File: config.mk
export PLATFORM = sky130hd
export DESIGN_NAME = unique_key_priority_queue
export DESIGN_NICKNAME = d
export VERILOG_FILES = /design/src/sv/upq_pkg.sv /design/src/sv/upq_ctrl.sv /design/src/sv/upq_datapath.sv /design/src/sv/unique_key_priority_queue.sv
export SDC_FILE = /design/constraint.sdc
export NUM_CORES = 1
export LEC_CHECK = 0
export ABC_AREA = 0
export BUFFER_PORTS_ARGS = -buffer_cell sky130_fd_sc_hd__buf_4
export CORE_UTILIZATION = 55
export CTS_BUF_LIST = sky130_fd_sc_hd__clkbuf_4 sky130_fd_sc_hd__clkbuf_8 sky130_fd_sc_hd__clkbuf_16
export CTS_CLUSTER_DIAMETER = 100
export CTS_CLUSTER_SIZE = 12
export DETAILED_ROUTE_END_ITERATION = 12
export PLACE_DENSITY = 0.8
export SLEW_MARGIN = 20
export SYNTH_ARGS = -nofsm -noshare
export SYNTH_HDL_FRONTEND = slang
export SYNTH_HIERARCHICAL = 1
export SYNTH_SLANG_ARGS = --single-unit
File: constraint.sdc
create_clock -name clk -period 5.05 [get_ports clk]
set_clock_uncertainty 0.15 [all_clocks]
set_input_delay 1.01 -clock clk [delete_from_list [all_inputs] [get_ports clk]]
set_output_delay 1.01 -clock clk [all_outputs]
set_load 0.01 [all_outputs]
File: src/sv/upq_pkg.sv
// Shared command/status codes and controller command bundle for the priority queue.
package upq_pkg;

	localparam logic [1:0] CMD_PUSH = 2'd0;
	localparam logic [1:0] CMD_POP  = 2'd1;
	localparam logic [1:0] CMD_PEEK = 2'd2;

	localparam logic [1:0] ST_OK    = 2'd0;
	localparam logic [1:0] ST_DUP   = 2'd1;
	localparam logic [1:0] ST_FULL  = 2'd2;
	localparam logic [1:0] ST_EMPTY = 2'd3;

	localparam int KEY_W = 8;
	localparam int CMD_W = 2;
	localparam int STS_W = 2;

	typedef struct packed {
		logic capture;  // latch incoming item
		logic compare;  // register per-cell key/priority compares
		logic commit;   // apply update and load result register
	} upq_cmd_t;

endpackage

File: src/sv/upq_ctrl.sv
// Sequencer for the priority queue: accept, compare, commit, result handshake.
module upq_ctrl (
	input  logic             clk,
	input  logic             arst_n,
	input  logic             s_tvalid,
	output logic             s_tready,
	output logic             m_tvalid,
	input  logic             m_tready,
	output upq_pkg::upq_cmd_t cmd
);
	import upq_pkg::*;

	typedef enum logic [1:0] {
		IDLE,
		CMP,
		COMMIT
	} state_t;

	state_t state_q;
	logic   ready_q;
	logic   mvalid_q;

	assign s_tready    = ready_q;
	assign m_tvalid    = mvalid_q;
	assign cmd.capture = s_tvalid && ready_q;
	assign cmd.compare = (state_q == CMP);
	// result slot must be free (or draining this cycle) before commit
	assign cmd.commit  = (state_q == COMMIT) && (!mvalid_q || m_tready);

	always_ff @(posedge clk or negedge arst_n) begin
		if (!arst_n) begin
			state_q  <= IDLE;
			ready_q  <= 1'b1;
			mvalid_q <= 1'b0;
		end else begin
			unique case (state_q)
				IDLE: begin
					if (cmd.capture) begin
						state_q <= CMP;
						ready_q <= 1'b0;
					end
				end
				CMP: begin
					state_q <= COMMIT;
				end
				COMMIT: begin
					if (cmd.commit) begin
						state_q <= IDLE;
						ready_q <= 1'b1;
					end
				end
				default: begin
					state_q <= IDLE;
					ready_q <= 1'b1;
				end
			endcase
			if (cmd.commit) begin
				mvalid_q <= 1'b1;
			end else if (m_tready) begin
				mvalid_q <= 1'b0;
			end
		end
	end

endmodule

File: src/sv/upq_datapath.sv
// Shift-register cell array, per-cell compares and result register of the priority queue.
module upq_datapath #(
	parameter int DEPTH      = 16,
	parameter int PRIO_WIDTH = 16,
	parameter int CNT_W      = $clog2(DEPTH + 1),
	parameter int IN_W       = ((upq_pkg::CMD_W + upq_pkg::KEY_W + PRIO_WIDTH + 7) / 8) * 8,
	parameter int OUT_W      = ((upq_pkg::STS_W + upq_pkg::KEY_W + PRIO_WIDTH + CNT_W + 7)
		/ 8) * 8
) (
	input  logic              clk,
	input  logic              arst_n,
	input  upq_pkg::upq_cmd_t cmd,
	input  logic [IN_W-1:0]   s_tdata,
	output logic [OUT_W-1:0]  m_tdata
);
	import upq_pkg::*;

	localparam int PRIO_LO = CMD_W + KEY_W;
	localparam int RES_W   = STS_W + KEY_W + PRIO_WIDTH + CNT_W;

	// captured item
	logic [CMD_W-1:0]             cmd_s1;
	logic [KEY_W-1:0]             key_s1;
	logic signed [PRIO_WIDTH-1:0] prio_s1;

	// cells, head at index 0
	logic [KEY_W-1:0]             key_q  [DEPTH];
	logic signed [PRIO_WIDTH-1:0] prio_q [DEPTH];
	logic [CNT_W-1:0]             count_q;

	// per-cell compare flags
	logic [DEPTH-1:0] hit_s2;
	logic [DEPTH-1:0] gt_s2;

	// result register
	logic [STS_W-1:0]             sts_q;
	logic [KEY_W-1:0]             okey_q;
	logic [PRIO_WIDTH-1:0]        oprio_q;
	logic [CNT_W-1:0]             fill_q;

	logic dup;
	logic full;
	logic empty;
	logic push_ok;
	logic pop_ok;

	assign dup     = |hit_s2;
	assign full    = (count_q == CNT_W'(DEPTH));
	assign empty   = (count_q == '0);
	assign push_ok = (cmd_s1 == CMD_PUSH) && !dup && !full;
	assign pop_ok  = (cmd_s1 == CMD_POP) && !empty;

	always_ff @(posedge clk) begin
		if (cmd.capture) begin
			cmd_s1  <= s_tdata[CMD_W-1:0];
			key_s1  <= s_tdata[CMD_W +: KEY_W];
			prio_s1 <= s_tdata[PRIO_LO +: PRIO_WIDTH];
		end
	end

	always_ff @(posedge clk) begin
		if (cmd.compare) begin
			for (int i = 0; i < DEPTH; i++) begin
				hit_s2[i] <= (CNT_W'(i) < count_q) && (key_q[i] == key_s1);
				gt_s2[i]  <= (CNT_W'(i) < count_q) && (prio_q[i] > prio_s1);
			end
		end
	end

	// gt_s2 is a prefix since cells are sorted; the new entry lands at the first clear bit
	always_ff @(posedge clk) begin
		if (cmd.commit) begin
			if (push_ok) begin
				if (!gt_s2[0]) begin
					key_q[0]  <= key_s1;
					prio_q[0] <= prio_s1;
				end
				for (int i = 1; i < DEPTH; i++) begin
					if (!gt_s2[i]) begin
						if (gt_s2[i-1]) begin
							key_q[i]  <= key_s1;
							prio_q[i] <= prio_s1;
						end else begin
							key_q[i]  <= key_q[i-1];
							prio_q[i] <= prio_q[i-1];
						end
					end
				end
			end else if (pop_ok) begin
				for (int i = 0; i < DEPTH - 1; i++) begin
					key_q[i]  <= key_q[i+1];
					prio_q[i] <= prio_q[i+1];
				end
			end
		end
	end

	always_ff @(posedge clk or negedge arst_n) begin
		if (!arst_n) begin
			count_q <= '0;
		end else if (cmd.commit) begin
			if (push_ok) begin
				count_q <= count_q + 1'b1;
			end else if (pop_ok) begin
				count_q <= count_q - 1'b1;
			end
		end
	end

	always_ff @(posedge clk) begin
		if (cmd.commit) begin
			sts_q   <= ST_OK;
			okey_q  <= '0;
			oprio_q <= '0;
			fill_q  <= count_q;
			case (cmd_s1)
				CMD_PUSH: begin
					if (dup) begin
						sts_q <= ST_DUP;
					end else if (full) begin
						sts_q <= ST_FULL;
					end else begin
						fill_q <= count_q + 1'b1;
					end
				end
				CMD_POP, CMD_PEEK: begin
					if (empty) begin
						sts_q <= ST_EMPTY;
					end else begin
						okey_q  <= key_q[0];
						oprio_q <= prio_q[0];
						if (cmd_s1 == CMD_POP) begin
							fill_q <= count_q - 1'b1;
						end
					end
				end
				default: begin
				end
			endcase
		end
	end

	logic [RES_W-1:0] res;
	assign res     = {fill_q, oprio_q, okey_q, sts_q};
	assign m_tdata = OUT_W'(res);

endmodule

File: src/sv/unique_key_priority_queue.sv
// After the input accept, a compare step and then a commit step produce the result.
// A new item is accepted only once the previous one has committed; a held result
// stalls the commit step until it is taken. Compares run over all cells in parallel.
// Reset (arst_n low, asynchronous): queue empty, input ready, no result pending.
// Cell contents are not cleared; only cells below the fill count are ever used.
module unique_key_priority_queue #(
	parameter int DEPTH      = 16,
	parameter int PRIO_WIDTH = 16,
	parameter int CNT_W      = $clog2(DEPTH + 1),
	parameter int IN_W       = ((upq_pkg::CMD_W + upq_pkg::KEY_W + PRIO_WIDTH + 7) / 8) * 8,
	parameter int OUT_W      = ((upq_pkg::STS_W + upq_pkg::KEY_W + PRIO_WIDTH + CNT_W + 7)
		/ 8) * 8
) (
	input  logic             clk,
	input  logic             arst_n,
	input  logic             s_tvalid,
	output logic             s_tready,
	input  logic [IN_W-1:0]  s_tdata,  // command, key_id, prio_in, zero pad
	output logic             m_tvalid,
	input  logic             m_tready,
	output logic [OUT_W-1:0] m_tdata   // status, out_key, out_prio, fill_level, zero pad
);
	import upq_pkg::*;

	upq_cmd_t cmd;

	upq_ctrl u_ctrl (
		.clk      (clk),
		.arst_n   (arst_n),
		.s_tvalid (s_tvalid),
		.s_tready (s_tready),
		.m_tvalid (m_tvalid),
		.m_tready (m_tready),
		.cmd      (cmd)
	);

	upq_datapath #(
		.DEPTH      (DEPTH),
		.PRIO_WIDTH (PRIO_WIDTH),
		.CNT_W      (CNT_W),
		.IN_W       (IN_W),
		.OUT_W      (OUT_W)
	) u_datapath (
		.clk     (clk),
		.arst_n  (arst_n),
		.cmd     (cmd),
		.s_tdata (s_tdata),
		.m_tdata (m_tdata)
	);

endmodule
Word-level counts from Yosys, hierarchy flattened
Memory sizes are Yosys's and may differ from the RTL's.
Index checks and enable logic that the tools add are counted.
{ "op_classes": {"n_eq_ne": 23, "reduce_logical": 53, "muxes": 236, "bitwise": 62, "add_sub_neg": 2, "order_cmp": 32} }
{ "ops": {"columns": ["cell", "n"], "rows": [
  ["16-bit two-way mux", 30],
  ["16-bit > comparator", 16],
  ["8-bit two-way mux", 30],
  ["1-bit two-way mux", 161],
  ["8-bit equality test", 16],
  ["1-bit OR", 60],
  ["4-bit by 5-bit < comparator with 1-bit output, first input constant", 8],
  ["1-bit logical AND", 37],
  ["5-bit two-way mux", 6],
  ["3-bit by 5-bit < comparator with 1-bit output, first input constant", 4],
  ["16-bit OR reduction", 1],
  ["1-bit by 5-bit < comparator with 1-bit output, first input constant", 2],
  ["2-bit by 5-bit < comparator with 1-bit output, first input constant", 2],
  ["2-bit two-way mux", 5],
  ["5-bit case mux with 2 select lines", 1],
  ["2-bit case mux with 3 select lines", 1],
  ["5-bit by 1-bit adder with 5-bit output, second input constant", 1],
  ["5-bit equality test, second input constant", 1],
  ["5-bit logical NOT", 1],
  ["5-bit by 1-bit subtractor with 5-bit output, second input constant", 1],
  ["2-bit by 1-bit equality test with 1-bit output, second input constant", 2],
  ["2-bit equality test, second input constant", 2],
  ["1-bit logical NOT", 4],
  ["2-bit logical NOT", 2],
  ["9 further kinds", 14]
]} }
{ "totals": {"output_inout_bits": 34, "in_bits": 36, "ramBits": 384, "ff_bits": 98, "wordCells": 423, "n_memories": 2} }
{ "mem_list": {"columns": ["memory", "words", "word_bits", "read_ports", "rd_ports_with_merged_regs", "wr", "line_no", "source"], "rows": [
  ["u_datapath.prio_q", 16, 16, 16, 0, 16, "upq_datapath.sv:28", "logic signed [PRIO_WIDTH-1:0] prio_q [DEPTH];"],
  ["u_datapath.key_q", 16, 8, 16, 0, 16, "upq_datapath.sv:27", "logic [KEY_W-1:0] key_q [DEPTH];"]
]} }

Longest topological paths before layout
{ "logic_depth": {"word_depth": 9, "depth_mapped": 13, "mapped_depth_nobuf": 8} }

By module
Netlist, hierarchy kept.
{ "by_module_without_submodules": {"columns": ["mod", "cells_per_inst", "area_each_um2", "seq_area_each_um2", "instances"], "rows": [
  ["upq_datapath", 2792, 30289.0, 14328.7, 1],
  ["upq_ctrl", 16, 178.9, 101.3, 1]
]} }

Worst setup path after synthesis
No wires, ideal clock.
{ "synth_path": {"kind": "in2reg", "startpoint": "input port m_tready", "endpoint": "memory u_datapath.key_q[0][0], enable pin", "slack_ns": -0.675, "cell_stages": 6, "path_buffers": 2, "t_required_ns": 4.462, "setup_time_ns": 0.438, "t_arrival_ns": 5.136, "cell_sequence": "nand2b_1 > nor2b_1 > nand4_2 > buf_6 > buf_8 > o21ai_0"} }
{ "synth_lines": {"columns": ["item", "line_no", "source"], "rows": [
  ["from (decl)", "unique_key_priority_queue.sv:20", "input logic m_tready,"],
  ["to (decl)", "upq_datapath.sv:27", null]
]} }

==> qor.txt <==
fin crit share - 81.20%
GR Overflow Total - 0
Setup crit end kind - flip-flop
Post-synth EDFFs - 473
initial antenna violation count - 0
sequential-to-total area share from yosys stat - 47.36%
Post-CTS Resized - 0
synthesis-stage register bit count - 482
Via Count - 22177
Avg Inst Size Synth - 10.85 um^2
kind of critical path - reg2reg
YS warnings - 6
Via density - 6.318
Crit Path Max Fanout - 26
Design Area, Final - 32820 um^2
max cap viols - 0
slew at the pin with the worst max-slew slack - 1.047 ns
crit path launch type - flip-flop
DRC viols - 0
Detailed Route WL - 73.85 mm
area taken by flip-flops and latches - 14430 um^2
Fin Setup TNS - 0 ns
clock sinks - 482
Multi-input gate area - 14990 um^2
largest net degree at the start of global routing - 125
core area - 54240 um^2
I/O pin total - 70
Syn Nets - 3107
final hold vios - 0
Detailed Routing Iterations Pass 1 - 8
row cnt - 85
post-route ant nets - 0
unrepaired setup endpoints after global routing - no
Leakage - 11.75 nW
H-tree depth - 2
Clock Pin Slew Worst Setup and Hold Paths - 0.06 ns
most frequent cells in the layout - 473 x edfxtp_1, 436 x nand2_1, 340 x mux2i_1
Port Buffers - 62
top_reg_cell synth - edfxtp_1
Die Wd - 237.4 um
min-delay worst type - in2async
R2R cell count - 6
Worst path slowest cell - nor2_4
Filler Cells Inserted - 4300
Min Clock Period, post-route - 4.100 ns
status - finished, final reports clean
Finish-stage setup viols - 0
synth-to-layout area growth - 7.708%
Arrival @ worst endpoint - 4.28 ns
CTS tree - built
synthesized instance count - 2808
DR iter-0 viols - 2394
Num CTS Buffers - 46
Die ar. - 56340 um^2
# hold bufs at CTS - 0
area share of the largest cell type after synthesis - 46.62%
Slew HR - 30.00%
top area cells in the synthesized netlist - edfxtp_1 47%, mux2i_1 11%, ha_1 11%
achievable clock frequency - 0.2439 GHz
Area after DPL - 31440 um^2
peak supply drop - 0.2261 mV
CP cell instances - nor4_1 -> and4_1 -> nand4_2 -> or2_1 -> nor2_4 -> mux2_2
WP data required - 5.23 ns
Pins Over Slew Limit - 0
pwr dens - 232.2 nW/um^2
Tot GR Track Use - 26.04%
initial core utilization - 56.17%
cell accounting for the most synthesized area - edfxtp_1
post-DP HPWL - 54.33 mm
commonest non-fill, non-tap cell in the layout - edfxtp_1
clock latency on the worst-skew pair - 0.60 ns
Die Y - 237.4 um
vias in the first global route - 21966
Final nets - 3092
clock root buffer master - clkbuf_16
max incr delay on CP - 0.75 ns
placer congestion estimate - 0.9539
Avg WL per Cell - 21.04 um
ys async rst share - 1.867%
hold_ws - 0.08818 ns
synth unique cells - 66
synthesized area - 30470 um^2
buffer count from post-CTS setup fixing - 0
layout cells sized above 1 - 8.176%
first-pass GRT wire length - 116.9 mm
Pwr Total - 7.620 mW
CTS max path bufs - 3
==> layer usage <==
layer  routed length [um]  vias up  GRT usage [%]  share of wire [%]
met1                31130    10745          34.89                 42
met3                 5022      153          2.892                6.8
li1                     -    10355              -                  -
met2                35000      924          43.05                 47
met5                    0        -              0                  0
met4                 2699        0          10.91                3.7
==> cells in the mapped netlist (6+ instances only) <==
cell and count:
mux2i_1 340, a2111oi_0 11, o21ai_2 9, and3_1 8
buf_2 51, a21oi_1 95, nand2b_1 17, inv_1 48
nand3_1 28, nor2_1 41, o22ai_1 6, nor3_1 22
o21ai_1 87, nor2b_1 17, xnor2_1 97, edfxtp_1 473
nand4_1 62, nand2_1 436, nor4_1 22, mux2_1 20
buf_8 9, a31oi_1 18, and2_1 31, and4_1 9
buf_1 12, ha_1 263, buf_4 9, nor3_4 7
clkbuf_1 102, xor2_1 35, o211ai_1 8, a21o_1 28
o21ai_0 297, dfrtp_1 8, a211oi_1 14
==> cells by family (layout without fill, tap and decap cells) <==
group | count (synthesis) | in the layout | share of synthesized area, %
simple gates | 728 | 728 | 11.33
compound gates | 603 | 603 | 10.99
flops | 482 | 482 | 47.36
mux | 365 | 365 | 12.09
fa+ha+maj | 263 | 263 | 10.80
buf+inv | 234 | 239 | 3.610
xor+xnor | 132 | 132 | 3.794
other cells | 1 | 2 | 0.01231
==> sequential cells by signal, indices dropped and copies added, names as in the netlist <==
register	count
u_datapath/prio_q	256
u_datapath/key_q	128
u_datapath/gt_s2	16
u_datapath/hit_s2	16
u_datapath/oprio_q	16
u_datapath/prio_s1	16
u_datapath/key_s1	8
u_datapath/okey_q	8
u_datapath/count_q	5
u_datapath/fill_q	5
u_ctrl/state_q	2
u_datapath/cmd_s1	2
u_datapath/sts_q	2
u_ctrl/m_tvalid	1
u_ctrl/s_tready	1
==> cell type report <==
class / instances / area share, %
antenna: 1 / 0.007625
clock buffer: 66 / 4.019
clock inverter: 2 / 0.06100
inverter: 48 / 0.5490
multi-input combinational: 2092 / 45.67
sequential: 482 / 43.97
tap: 696 / 2.654
timing repair buffer: 123 / 3.065
==> critical path, delay by kind of cell (launching register included) <==
kind,cells,cell delay [ns]
DFF,1,0.36
muxes,1,0.42
and+or+nand+nor,5,2.90
==> report_power, final <==
group | switching, mW | leakage (nW) | internal, mW
Sequential | 0.0000000000000000182 | 4.01 | 4.33
Clock | 1.48 | 0.677 | 1.80
Combinational | 0.00498 | 7.06 | 0.0141
==> final timing paths <==
check	slack, ns	end	start
worst max-delay path	0.95	u_datapath/key_q[0][127]	u_datapath/hit_s2[1]
worst min-delay path	0.09	u_datapath/count_q[2]	arst_n
worst max register to register	0.95	u_datapath/key_q[0][127]	u_datapath/hit_s2[1]
worst min register to register	0.36	u_ctrl/state_q[0]	u_ctrl/state_q[0]
max in group asynchronous	4.43	u_ctrl/s_tready	arst_n
min in group clk	0.36	u_ctrl/state_q[0]	u_ctrl/state_q[0]
==> per-stage QoR <==
| stage | std cells | setup WS (ns) | util [%] |
|---|---|---|---|
| 4_1_cts | 3508 | 1.015 | 60.43 |
| 2_1_floorplan | 2808 | 0.6660 | - |
| 3_5_place_dp | 3440 | 1.040 | 57.97 |
| 3_3_place_gp | 3440 | 1.097 | 57.97 |
| 5_1_grt | 3509 | 0.7802 | 60.50 |
| 6_report | 3510 | 0.9496 | 60.50 |
No activity file was read; power rests on OpenSTA's default activity.
